$ cat config.mk
export PLATFORM = sky130hd
export DESIGN_NAME = ps2_mouse_packet_decoder_unit
export DESIGN_NICKNAME = d
export VERILOG_FILES = /design/src/rtl/core/ps2md_pkg.sv /design/src/rtl/core/ps2_mouse_packet_decoder_unit.sv /design/src/rtl/core/ps2md_front.sv /design/src/rtl/core/ps2md_queue.sv /design/src/rtl/core/ps2md_back.sv
export SDC_FILE = /design/constraint.sdc
export NUM_CORES = 1
export LEC_CHECK = 0
export ABC_AREA = 1
export ABC_CLOCK_PERIOD_IN_PS = 5450
export BUFFER_PORTS_ARGS = -buffer_cell sky130_fd_sc_hd__buf_2
export CAP_MARGIN = 20
export CORE_MARGIN = 2
export CORE_UTILIZATION = 55
export DETAILED_ROUTE_END_ITERATION = 12
export PLACE_DENSITY_LB_ADDON = 0.3
export SLEW_MARGIN = 15
export SYNTH_ARGS = -nofsm -noshare
export SYNTH_HDL_FRONTEND = slang
export SYNTH_SLANG_ARGS = --single-unit
$ cat constraint.sdc
create_clock -name aclk -period 5.45 [get_ports aclk]
set_input_delay 0.545 -clock aclk [delete_from_list [all_inputs] [get_ports aclk]]
set_output_delay 0.545 -clock aclk [all_outputs]
set_load 0.05 [all_outputs]
$ cat src/rtl/core/ps2md_pkg.sv
// shared types and constants for the ps2 mouse packet decoder
`timescale 1ns / 1ps

package ps2md_pkg;

    // controller status must show output full and auxiliary data
    localparam logic [7:0] STATUS_NEED = 8'h21;
    localparam int SYNC_BIT  = 3;
    localparam int X_OVF_BIT = 6;
    localparam int Y_OVF_BIT = 7;
    localparam int NUM_BUTTONS = 3;

    localparam int QUEUE_DEPTH = 2;
    localparam int QPTR_W = $clog2(QUEUE_DEPTH);
    localparam int QCNT_W = $clog2(QUEUE_DEPTH + 1);

    localparam int IN_DATA_W  = 16;
    localparam int OUT_DATA_W = 88;
    localparam int OUT_USER_W = 2;

    typedef enum logic [1:0] {
        KIND_MOVE    = 2'd0,
        KIND_PRESS   = 2'd1,
        KIND_RELEASE = 2'd2
    } kind_t;

    typedef enum logic [2:0] {
        POS_FIRST  = 3'b001,
        POS_SECOND = 3'b010,
        POS_THIRD  = 3'b100
    } pos_t;

    // one completed packet that gives at least one result
    typedef struct packed {
        logic                   has_move;
        logic [NUM_BUTTONS-1:0] btn_changed;
        logic [NUM_BUTTONS-1:0] btn_now;
        logic signed [7:0]      delta_x;
        logic signed [8:0]      delta_y;
        logic [31:0]            total_x;
        logic [31:0]            total_y;
    } pkt_t;

    typedef struct packed {
        logic empty;
        logic full;
    } qstat_t;

endpackage

$ cat src/rtl/core/ps2_mouse_packet_decoder_unit.sv
// top level of the ps2 mouse three-byte packet decoder
//
//   port group  dir  tdata fields (low bit up)                   sideband
//   s_*         in   status_byte, data_byte                      -
//   m_*         out  delta_x, delta_y, button_number,            tuser: event_kind
//                    total_x, total_y                            tlast: last
//   cfg_*       in   events_enabled                              -
//
// the front end takes one request per cycle while the packet queue has room
// a completed packet gives zero to four results, sent one per cycle from the
// output register unless the output stalls; the third byte writes a packet
// into the queue, and it stays there until its last result is registered
// aresetn is synchronous; it clears framing, button state, sums and the queue
// either side may stall; the queue and output register decouple the two
`timescale 1ns / 1ps

module ps2_mouse_packet_decoder_unit (
    input  logic                                aclk,
    input  logic                                aresetn,
    input  logic                                cfg_we,
    input  logic                                cfg_wdata,
    input  logic                                s_tvalid,
    output logic                                s_tready,
    // status_byte [7:0], data_byte [15:8]
    input  logic [ps2md_pkg::IN_DATA_W-1:0]     s_tdata,
    output logic                                m_tvalid,
    input  logic                                m_tready,
    // delta_x [7:0], delta_y [16:8], button_number [18:17],
    // total_x [50:19], total_y [82:51], zero fill above
    output logic [ps2md_pkg::OUT_DATA_W-1:0]    m_tdata,
    // event_kind [1:0]
    output logic [ps2md_pkg::OUT_USER_W-1:0]    m_tuser,
    output logic                                m_tlast
);

    logic                 push, pop;
    ps2md_pkg::pkt_t      push_data, head;
    ps2md_pkg::qstat_t    q_stat;
    ps2md_pkg::kind_t     out_kind;
    logic signed [7:0]    out_dx;
    logic signed [8:0]    out_dy;
    logic [1:0]           out_button;
    logic [31:0]          out_total_x, out_total_y;

    ps2md_front u_front (
        .aclk        (aclk),
        .aresetn     (aresetn),
        .cfg_we      (cfg_we),
        .cfg_wdata   (cfg_wdata),
        .req_valid   (s_tvalid),
        .status_byte (s_tdata[7:0]),
        .data_byte   (s_tdata[15:8]),
        .q_stat      (q_stat),
        .req_ready   (s_tready),
        .push        (push),
        .push_data   (push_data)
    );

    ps2md_queue u_queue (
        .aclk      (aclk),
        .aresetn   (aresetn),
        .push      (push),
        .push_data (push_data),
        .pop       (pop),
        .head      (head),
        .q_stat    (q_stat)
    );

    ps2md_back u_back (
        .aclk        (aclk),
        .aresetn     (aresetn),
        .head        (head),
        .q_stat      (q_stat),
        .pop         (pop),
        .out_ready   (m_tready),
        .out_valid   (m_tvalid),
        .out_kind    (out_kind),
        .out_dx      (out_dx),
        .out_dy      (out_dy),
        .out_button  (out_button),
        .out_total_x (out_total_x),
        .out_total_y (out_total_y),
        .out_last    (m_tlast)
    );

    assign m_tdata = {5'd0, out_total_y, out_total_x, out_button, out_dy, out_dx};
    assign m_tuser = out_kind;

endmodule

$ cat src/rtl/core/ps2md_front.sv
// front end: status check, packet framing, delta and running sum update
`timescale 1ns / 1ps

module ps2md_front (
    input  logic                 aclk,
    input  logic                 aresetn,
    input  logic                 cfg_we,
    input  logic                 cfg_wdata,
    input  logic                 req_valid,
    input  logic [7:0]           status_byte,
    input  logic [7:0]           data_byte,
    input  ps2md_pkg::qstat_t    q_stat,
    output logic                 req_ready,
    output logic                 push,
    output ps2md_pkg::pkt_t      push_data
);

    logic                 en_reg, en_next;
    ps2md_pkg::pos_t      pos_reg, pos_next;
    logic [7:0]           byte0_reg, byte0_next;
    logic [7:0]           byte1_reg, byte1_next;
    logic [2:0]           btn_reg, btn_next;
    logic [31:0]          sum_x_reg, sum_x_next;
    logic [31:0]          sum_y_reg, sum_y_next;

    logic                 take;
    logic                 has_move;
    logic signed [7:0]    dx;
    logic signed [8:0]    dy;
    logic [8:0]           y_ext;
    logic [2:0]           changed;

    assign req_ready = !q_stat.full;
    assign take = req_valid && req_ready && en_reg
                  && ((status_byte & ps2md_pkg::STATUS_NEED) == ps2md_pkg::STATUS_NEED);

    always_comb begin
        has_move = (byte1_reg != 8'd0) || (data_byte != 8'd0);
        dx       = byte0_reg[ps2md_pkg::X_OVF_BIT] ? 8'sd0 : $signed(byte1_reg);
        y_ext    = {data_byte[7], data_byte};
        dy       = byte0_reg[ps2md_pkg::Y_OVF_BIT] ? 9'sd0 : $signed(9'(-y_ext));
        changed  = byte0_reg[2:0] ^ btn_reg;
    end

    always_comb begin
        en_next    = cfg_we ? cfg_wdata : en_reg;
        pos_next   = pos_reg;
        byte0_next = byte0_reg;
        byte1_next = byte1_reg;
        btn_next   = btn_reg;
        sum_x_next = sum_x_reg;
        sum_y_next = sum_y_reg;
        push       = 1'b0;
        if (take) begin
            unique case (pos_reg)
                ps2md_pkg::POS_FIRST: begin
                    // lost sync: a first byte without the sync bit is dropped
                    if (data_byte[ps2md_pkg::SYNC_BIT]) begin
                        byte0_next = data_byte;
                        pos_next   = ps2md_pkg::POS_SECOND;
                    end
                end
                ps2md_pkg::POS_SECOND: begin
                    byte1_next = data_byte;
                    pos_next   = ps2md_pkg::POS_THIRD;
                end
                ps2md_pkg::POS_THIRD: begin
                    pos_next   = ps2md_pkg::POS_FIRST;
                    sum_x_next = sum_x_reg + {{24{dx[7]}}, dx};
                    sum_y_next = sum_y_reg + {{23{dy[8]}}, dy};
                    btn_next   = byte0_reg[2:0];
                    push       = has_move || (changed != 3'd0);
                end
                default: begin
                    pos_next = ps2md_pkg::POS_FIRST;
                end
            endcase
        end
    end

    always_comb begin
        push_data.has_move    = has_move;
        push_data.btn_changed = changed;
        push_data.btn_now     = byte0_reg[2:0];
        push_data.delta_x     = dx;
        push_data.delta_y     = dy;
        push_data.total_x     = sum_x_next;
        push_data.total_y     = sum_y_next;
    end

    always_ff @(posedge aclk) begin
        if (!aresetn) begin
            en_reg    <= 1'b1;
            pos_reg   <= ps2md_pkg::POS_FIRST;
            btn_reg   <= 3'd0;
            sum_x_reg <= 32'd0;
            sum_y_reg <= 32'd0;
        end else begin
            en_reg    <= en_next;
            pos_reg   <= pos_next;
            btn_reg   <= btn_next;
            sum_x_reg <= sum_x_next;
            sum_y_reg <= sum_y_next;
        end
    end

    always_ff @(posedge aclk) begin
        byte0_reg <= byte0_next;
        byte1_reg <= byte1_next;
    end

endmodule

$ cat src/rtl/core/ps2md_queue.sv
// short packet queue between front end and result sequencer
`timescale 1ns / 1ps

module ps2md_queue (
    input  logic                 aclk,
    input  logic                 aresetn,
    input  logic                 push,
    input  ps2md_pkg::pkt_t      push_data,
    input  logic                 pop,
    output ps2md_pkg::pkt_t      head,
    output ps2md_pkg::qstat_t    q_stat
);

    ps2md_pkg::pkt_t                    mem [ps2md_pkg::QUEUE_DEPTH];
    logic [ps2md_pkg::QPTR_W-1:0]       wr_ptr_reg, wr_ptr_next;
    logic [ps2md_pkg::QPTR_W-1:0]       rd_ptr_reg, rd_ptr_next;
    logic [ps2md_pkg::QCNT_W-1:0]       cnt_reg, cnt_next;
    logic                               do_push, do_pop;

    localparam logic [ps2md_pkg::QCNT_W-1:0] FULL_CNT =
        ps2md_pkg::QCNT_W'(ps2md_pkg::QUEUE_DEPTH);
    localparam logic [ps2md_pkg::QPTR_W-1:0] LAST_PTR =
        ps2md_pkg::QPTR_W'(ps2md_pkg::QUEUE_DEPTH - 1);

    assign q_stat.empty = (cnt_reg == '0);
    assign q_stat.full  = (cnt_reg == FULL_CNT);
    assign head         = mem[rd_ptr_reg];
    assign do_push      = push && !q_stat.full;
    assign do_pop       = pop && !q_stat.empty;

    always_comb begin
        wr_ptr_next = wr_ptr_reg;
        rd_ptr_next = rd_ptr_reg;
        cnt_next    = cnt_reg;
        if (do_push) begin
            wr_ptr_next = (wr_ptr_reg == LAST_PTR) ? '0 : wr_ptr_reg + 1'b1;
        end
        if (do_pop) begin
            rd_ptr_next = (rd_ptr_reg == LAST_PTR) ? '0 : rd_ptr_reg + 1'b1;
        end
        if (do_push && !do_pop) begin
            cnt_next = cnt_reg + 1'b1;
        end else if (do_pop && !do_push) begin
            cnt_next = cnt_reg - 1'b1;
        end
    end

    always_ff @(posedge aclk) begin
        if (!aresetn) begin
            wr_ptr_reg <= '0;
            rd_ptr_reg <= '0;
            cnt_reg    <= '0;
        end else begin
            wr_ptr_reg <= wr_ptr_next;
            rd_ptr_reg <= rd_ptr_next;
            cnt_reg    <= cnt_next;
        end
    end

    always_ff @(posedge aclk) begin
        if (do_push) begin
            mem[wr_ptr_reg] <= push_data;
        end
    end

endmodule

$ cat src/rtl/core/ps2md_back.sv
// result sequencer: expands one packet into move and button results
`timescale 1ns / 1ps

module ps2md_back (
    input  logic                 aclk,
    input  logic                 aresetn,
    input  ps2md_pkg::pkt_t      head,
    input  ps2md_pkg::qstat_t    q_stat,
    output logic                 pop,
    input  logic                 out_ready,
    output logic                 out_valid,
    output ps2md_pkg::kind_t     out_kind,
    output logic signed [7:0]    out_dx,
    output logic signed [8:0]    out_dy,
    output logic [1:0]           out_button,
    output logic [31:0]          out_total_x,
    output logic [31:0]          out_total_y,
    output logic                 out_last
);

    logic                 busy_reg, busy_next;
    logic [3:0]           rem_reg, rem_next;
    logic                 valid_reg, valid_next;
    ps2md_pkg::kind_t     kind_reg, kind_next;
    logic signed [7:0]    dx_reg, dx_next;
    logic signed [8:0]    dy_reg, dy_next;
    logic [1:0]           btn_reg, btn_next;
    logic [31:0]          tx_reg, tx_next;
    logic [31:0]          ty_reg, ty_next;
    logic                 last_reg, last_next;

    logic                 advance, have_work;
    logic [3:0]           cur_mask, pick, left;

    assign advance   = !valid_reg || out_ready;
    assign have_work = busy_reg || !q_stat.empty;
    // bit 0 is the move result, bits 1 to 3 the buttons in order
    assign cur_mask  = busy_reg ? rem_reg : {head.btn_changed, head.has_move};

    always_comb begin
        pick = 4'd0;
        priority if (cur_mask[0]) pick = 4'b0001;
        else if (cur_mask[1]) pick = 4'b0010;
        else if (cur_mask[2]) pick = 4'b0100;
        else if (cur_mask[3]) pick = 4'b1000;
        else pick = 4'd0;
        left = cur_mask & ~pick;
    end

    always_comb begin
        busy_next  = busy_reg;
        rem_next   = rem_reg;
        valid_next = valid_reg;
        kind_next  = kind_reg;
        dx_next    = dx_reg;
        dy_next    = dy_reg;
        btn_next   = btn_reg;
        tx_next    = tx_reg;
        ty_next    = ty_reg;
        last_next  = last_reg;
        pop        = 1'b0;
        if (advance) begin
            valid_next = have_work;
            if (have_work) begin
                busy_next = (left != 4'd0);
                rem_next  = left;
                pop       = (left == 4'd0);
                last_next = (left == 4'd0);
                tx_next   = head.total_x;
                ty_next   = head.total_y;
                dx_next   = 8'sd0;
                dy_next   = 9'sd0;
                unique case (pick)
                    4'b0001: begin
                        kind_next = ps2md_pkg::KIND_MOVE;
                        dx_next   = head.delta_x;
                        dy_next   = head.delta_y;
                        btn_next  = 2'd0;
                    end
                    4'b0010: begin
                        kind_next = head.btn_now[0] ? ps2md_pkg::KIND_PRESS
                                                    : ps2md_pkg::KIND_RELEASE;
                        btn_next  = 2'd1;
                    end
                    4'b0100: begin
                        kind_next = head.btn_now[1] ? ps2md_pkg::KIND_PRESS
                                                    : ps2md_pkg::KIND_RELEASE;
                        btn_next  = 2'd2;
                    end
                    4'b1000: begin
                        kind_next = head.btn_now[2] ? ps2md_pkg::KIND_PRESS
                                                    : ps2md_pkg::KIND_RELEASE;
                        btn_next  = 2'd3;
                    end
                    default: begin
                        kind_next = ps2md_pkg::KIND_MOVE;
                        btn_next  = 2'd0;
                    end
                endcase
            end
        end
    end

    always_ff @(posedge aclk) begin
        if (!aresetn) begin
            busy_reg  <= 1'b0;
            rem_reg   <= 4'd0;
            valid_reg <= 1'b0;
        end else begin
            busy_reg  <= busy_next;
            rem_reg   <= rem_next;
            valid_reg <= valid_next;
        end
    end

    always_ff @(posedge aclk) begin
        kind_reg <= kind_next;
        dx_reg   <= dx_next;
        dy_reg   <= dy_next;
        btn_reg  <= btn_next;
        tx_reg   <= tx_next;
        ty_reg   <= ty_next;
        last_reg <= last_next;
    end

    assign out_valid   = valid_reg;
    assign out_kind    = kind_reg;
    assign out_dx      = dx_reg;
    assign out_dy      = dy_reg;
    assign out_button  = btn_reg;
    assign out_total_x = tx_reg;
    assign out_total_y = ty_reg;
    assign out_last    = last_reg;

`ifndef SYNTHESIS
    // the packet being expanded stays at the queue head until its last result
    a_busy_has_head: assert property (@(posedge aclk) disable iff (!aresetn)
        busy_reg |-> !q_stat.empty)
        else $error("sequencer busy with empty queue");

    a_busy_has_work: assert property (@(posedge aclk) disable iff (!aresetn)
        busy_reg |-> rem_reg != 4'd0)
        else $error("sequencer busy with nothing left");

    a_button_no_delta: assert property (@(posedge aclk) disable iff (!aresetn)
        (valid_reg && kind_reg != ps2md_pkg::KIND_MOVE) |->
            (dx_reg == 8'sd0 && dy_reg == 9'sd0 && btn_reg != 2'd0))
        else $error("button result carries movement");

    a_move_no_button: assert property (@(posedge aclk) disable iff (!aresetn)
        (valid_reg && kind_reg == ps2md_pkg::KIND_MOVE) |-> btn_reg == 2'd0)
        else $error("move result carries button number");
`endif

endmodule

==> results.md <==
- Least-Margin Pin Slew: 1050 ps
- Number of pins exceeding their max-slew limit in the final report: 0
- Clock latency on the worst-skew pair: 520 ps
- Final routed wire length divided by cell count: 14.1 um
- Fraction of the yosys area taken by sequential cells: 0.554
- Leading cell types in the layout, fill and taps excluded: nand2_1 (819), inv_1 (326), edfxtp_1 (275), nor2_1 (153), nand3_1 (104)
- Starting Density: 0.562
- Count of different cell masters after synthesis: 39
- PostCTS Resize Cnt: 0
- Power per Cell Area: 294 nW/um^2
- Max-cap violations: 0
- Final Hold Violating Endpoints: 0
- Count of standard-cell rows: 65
- Clock buffers created by TritonCTS: 37
- RR Startpoint: u_front.byte0_reg[7]
- Number of nets at the end of the flow: 2,326
- Total number of vias: 13,400
- Final total negative setup slack: 0 ps
- Classification of the worst setup path: reg2reg
- Maximum number of pins on one net before global-route repair: 89
- Max transition margin: 0.299
- Die boundary height: 184 um
- Diodes inserted: 0
- Crit path time final: 3420 ps
- Status: finished, final reports clean
- Area inside the core boundary: 31,700 sq um
- Via count of the first global-routing pass: 12,900
- Die Width: 184 um
- Global-route wire length before repair: 61,100 um
- CP endpoint: u_queue.mem[1][25]
- DRC: 0
- Avg Vias per Cell: 5.03
- Class of the tightest hold or removal check: in2reg
- Req. time, crit path: 5720 ps
- Skew final: 14.5 ps
- Peak supply drop: 0.244 mV
- Warnings from Yosys: 0
- HP Start: cfg_we
- H-tree depth reported by CTS: 2
- Hold-fix buffers at CTS: 0
- Initial DRC Count: 791
- Grt ovf: 0
- Top reg by flops: u_queue.mem
- Total die area: 33,900 sq um
- Yosys reg bits: 356
- Maximum fanout count along the critical path: 25
- Final worst path period share: 0.627
- Count of nets left with antenna violations after detail routing: 0
- Final GP Congestion: 0.921
- Relative area change from synthesis to final layout: 11.8%
- Number of setup buffers added after CTS: 0
- CTS tree: yes
- Proportion of layout cells with a drive suffix above 1: 0.0843
- Fill count: 2,660
- Finished Core Util: 0.629
- Clock transition time at the flip-flop clock pins of the worst setup and hold paths: 60 ps
- Post-Syn Area per Cell: 8.37 sq um
- Register-to-register path setup slack: 2030 ps
- Number of antenna violations at the first check in global routing: 0
- Multi-input logic area: 6510 sq um
- Start point of the critical path: u_front.byte0_reg[7]
- Largest register FFs: 176
- Total Wirelength: 37,700 um
- Capture instance of the worst register-to-register path: u_queue.mem[1][25]
- Total global-route track usage: 0.226
- Number of cells on the worst reg-to-reg path: 15
- Static power due to leakage: 0.00962 uW
- Startpoint type of the worst setup path: flip-flop
- Capturing element type of the critical path: flip-flop
- Arrival time worst endpoint: 3690 ps
- Maximum operating frequency: 292 MHz
- Number of failing setup endpoints in the final timing report: 0
- Reg area: 9880 sq um
- Setup repair after global routing missed its margin: no
- Detailed-router iteration count before antenna repair: 5
- Leading cell type in the layout, fill and taps excluded: nand2_1
- Number of standard cells after synthesis: 2,130
- Dpl hpwl: 25,500 um
- Port-buffer cells: 103
- Top-level I/O count: 115
- Sink Count: 356
- Cell at the root of the clock tree: clkbuf_16
- Maximum clock insertion buffer count: 3
- Cell area after synthesis: 17,800 sq um
[cells in the mapped netlist]
cell type	instances	area share
inv_1	326	0.069
nand3_2	1	0.00056
nor2_1	156	0.033
a31oi_2	2	0.0014
a21o_1	2	0.00084
buf_4	7	0.0029
dfxtp_1	81	0.091
o21ai_2	2	0.00098
conb_1	1	0.00021
ha_1	64	0.045
o21ai_0	24	0.0067
o21bai_1	4	0.0017
xnor2_1	5	0.0025
clkbuf_1	25	0.0053
a21oi_1	101	0.028
nor3_1	15	0.0042
nor2_2	1	0.00035
nand4_2	1	0.00070
edfxtp_1	275	0.46
mux2i_1	3	0.0017
or2_2	6	0.0021
nand3b_1	3	0.0013
a21oi_2	1	0.00049
buf_6	1	0.00063
buf_2	11	0.0031
inv_2	8	0.0017
buf_1	5	0.0011
fa_1	2	0.0022
nand2_2	2	0.00070
o21ai_1	21	0.0059
nand3_1	104	0.029
nor4_1	3	0.0011
or2_0	6	0.0021
nand4_1	6	0.0021
or2_1	16	0.0056
o221ai_1	1	0.00049
a211oi_1	1	0.00042
xor2_1	18	0.0088
nand2_1	819	0.17
[stage by stage]
| stage | setup slack, ps | total power [uW] | instances | hold WS, ps | instance area, sq um |
|---|---|---|---|---|---|
| finish | 2030 | 5870 | 2668 | 216 | 19900 |
| global route | 1720 | 6060 | 2668 | 203 | 19900 |
| CTS | 2050 | 5920 | 2666 | 201 | 19900 |
| detailed placement | 1530 | 3540 | 2599 | 490 | 18800 |
| global placement | 1560 | 3540 | 2599 | 451 | 18800 |
| floorplan | 818 | 3450 | 2134 | 441 | 17900 |
[metal layers]
metal,vias to the layer above,global-route usage,share of wire
li1,6957,-,-
met1,6105,0.281,0.44
met2,300,0.405,0.50
met3,65,0.0293,0.042
met4,0,0.0765,0.027
met5,-,0,0
[worst min path at each step]
stage	endpoint	slack, ps	cells after the start
detailed placement	u_front.sum_y_reg[18]	490	2
global route	u_front.en_reg	200	2
finish	u_front.en_reg	220	2
CTS	u_front.en_reg	200	2
floorplan	u_front.en_reg	440	2
global placement	u_front.en_reg	450	2
[critical path, cell delays in order (launching register included)]
cell      delay [ps]
edfxtp_1         430
inv_1            220
nand3_1          130
inv_1            720
ha_1             420
nand2_1          170
inv_1             50
nand2_1           60
nand2_1           60
nand3b_1         320
nand2_1          180
nand2_1           60
nand2_1           60
nand3_1           60
nand2_1          150
inv_1             60
[power by group]
part,total (uW),internal [uW],switching (uW)
clock network,2380,1370,1020
registers,3010,2990,20.4
logic,470,83.4,387
total,5870,4450,1420
[cells by family after synthesis]
| family | share of synthesized area |
|---|---|
| buf+inv | 0.0833 |
| mux | 0.00168 |
| fa+ha+maj | 0.0471 |
| other cells | 0.000210 |
| compound gates | 0.0473 |
| flops | 0.554 |
| xor+xnor | 0.0113 |
| simple gates | 0.255 |
[layout make-up]
cell class / count / share of cell area
timing repair buffer: 114 / 0.0318
clock buffer: 50 / 0.0489
sequential: 356 / 0.496
tap: 402 / 0.0252
clock inverter: 17 / 0.00898
multi-input combinational: 1395 / 0.327
inverter: 334 / 0.0629
Power figures use the tool's default switching activity.
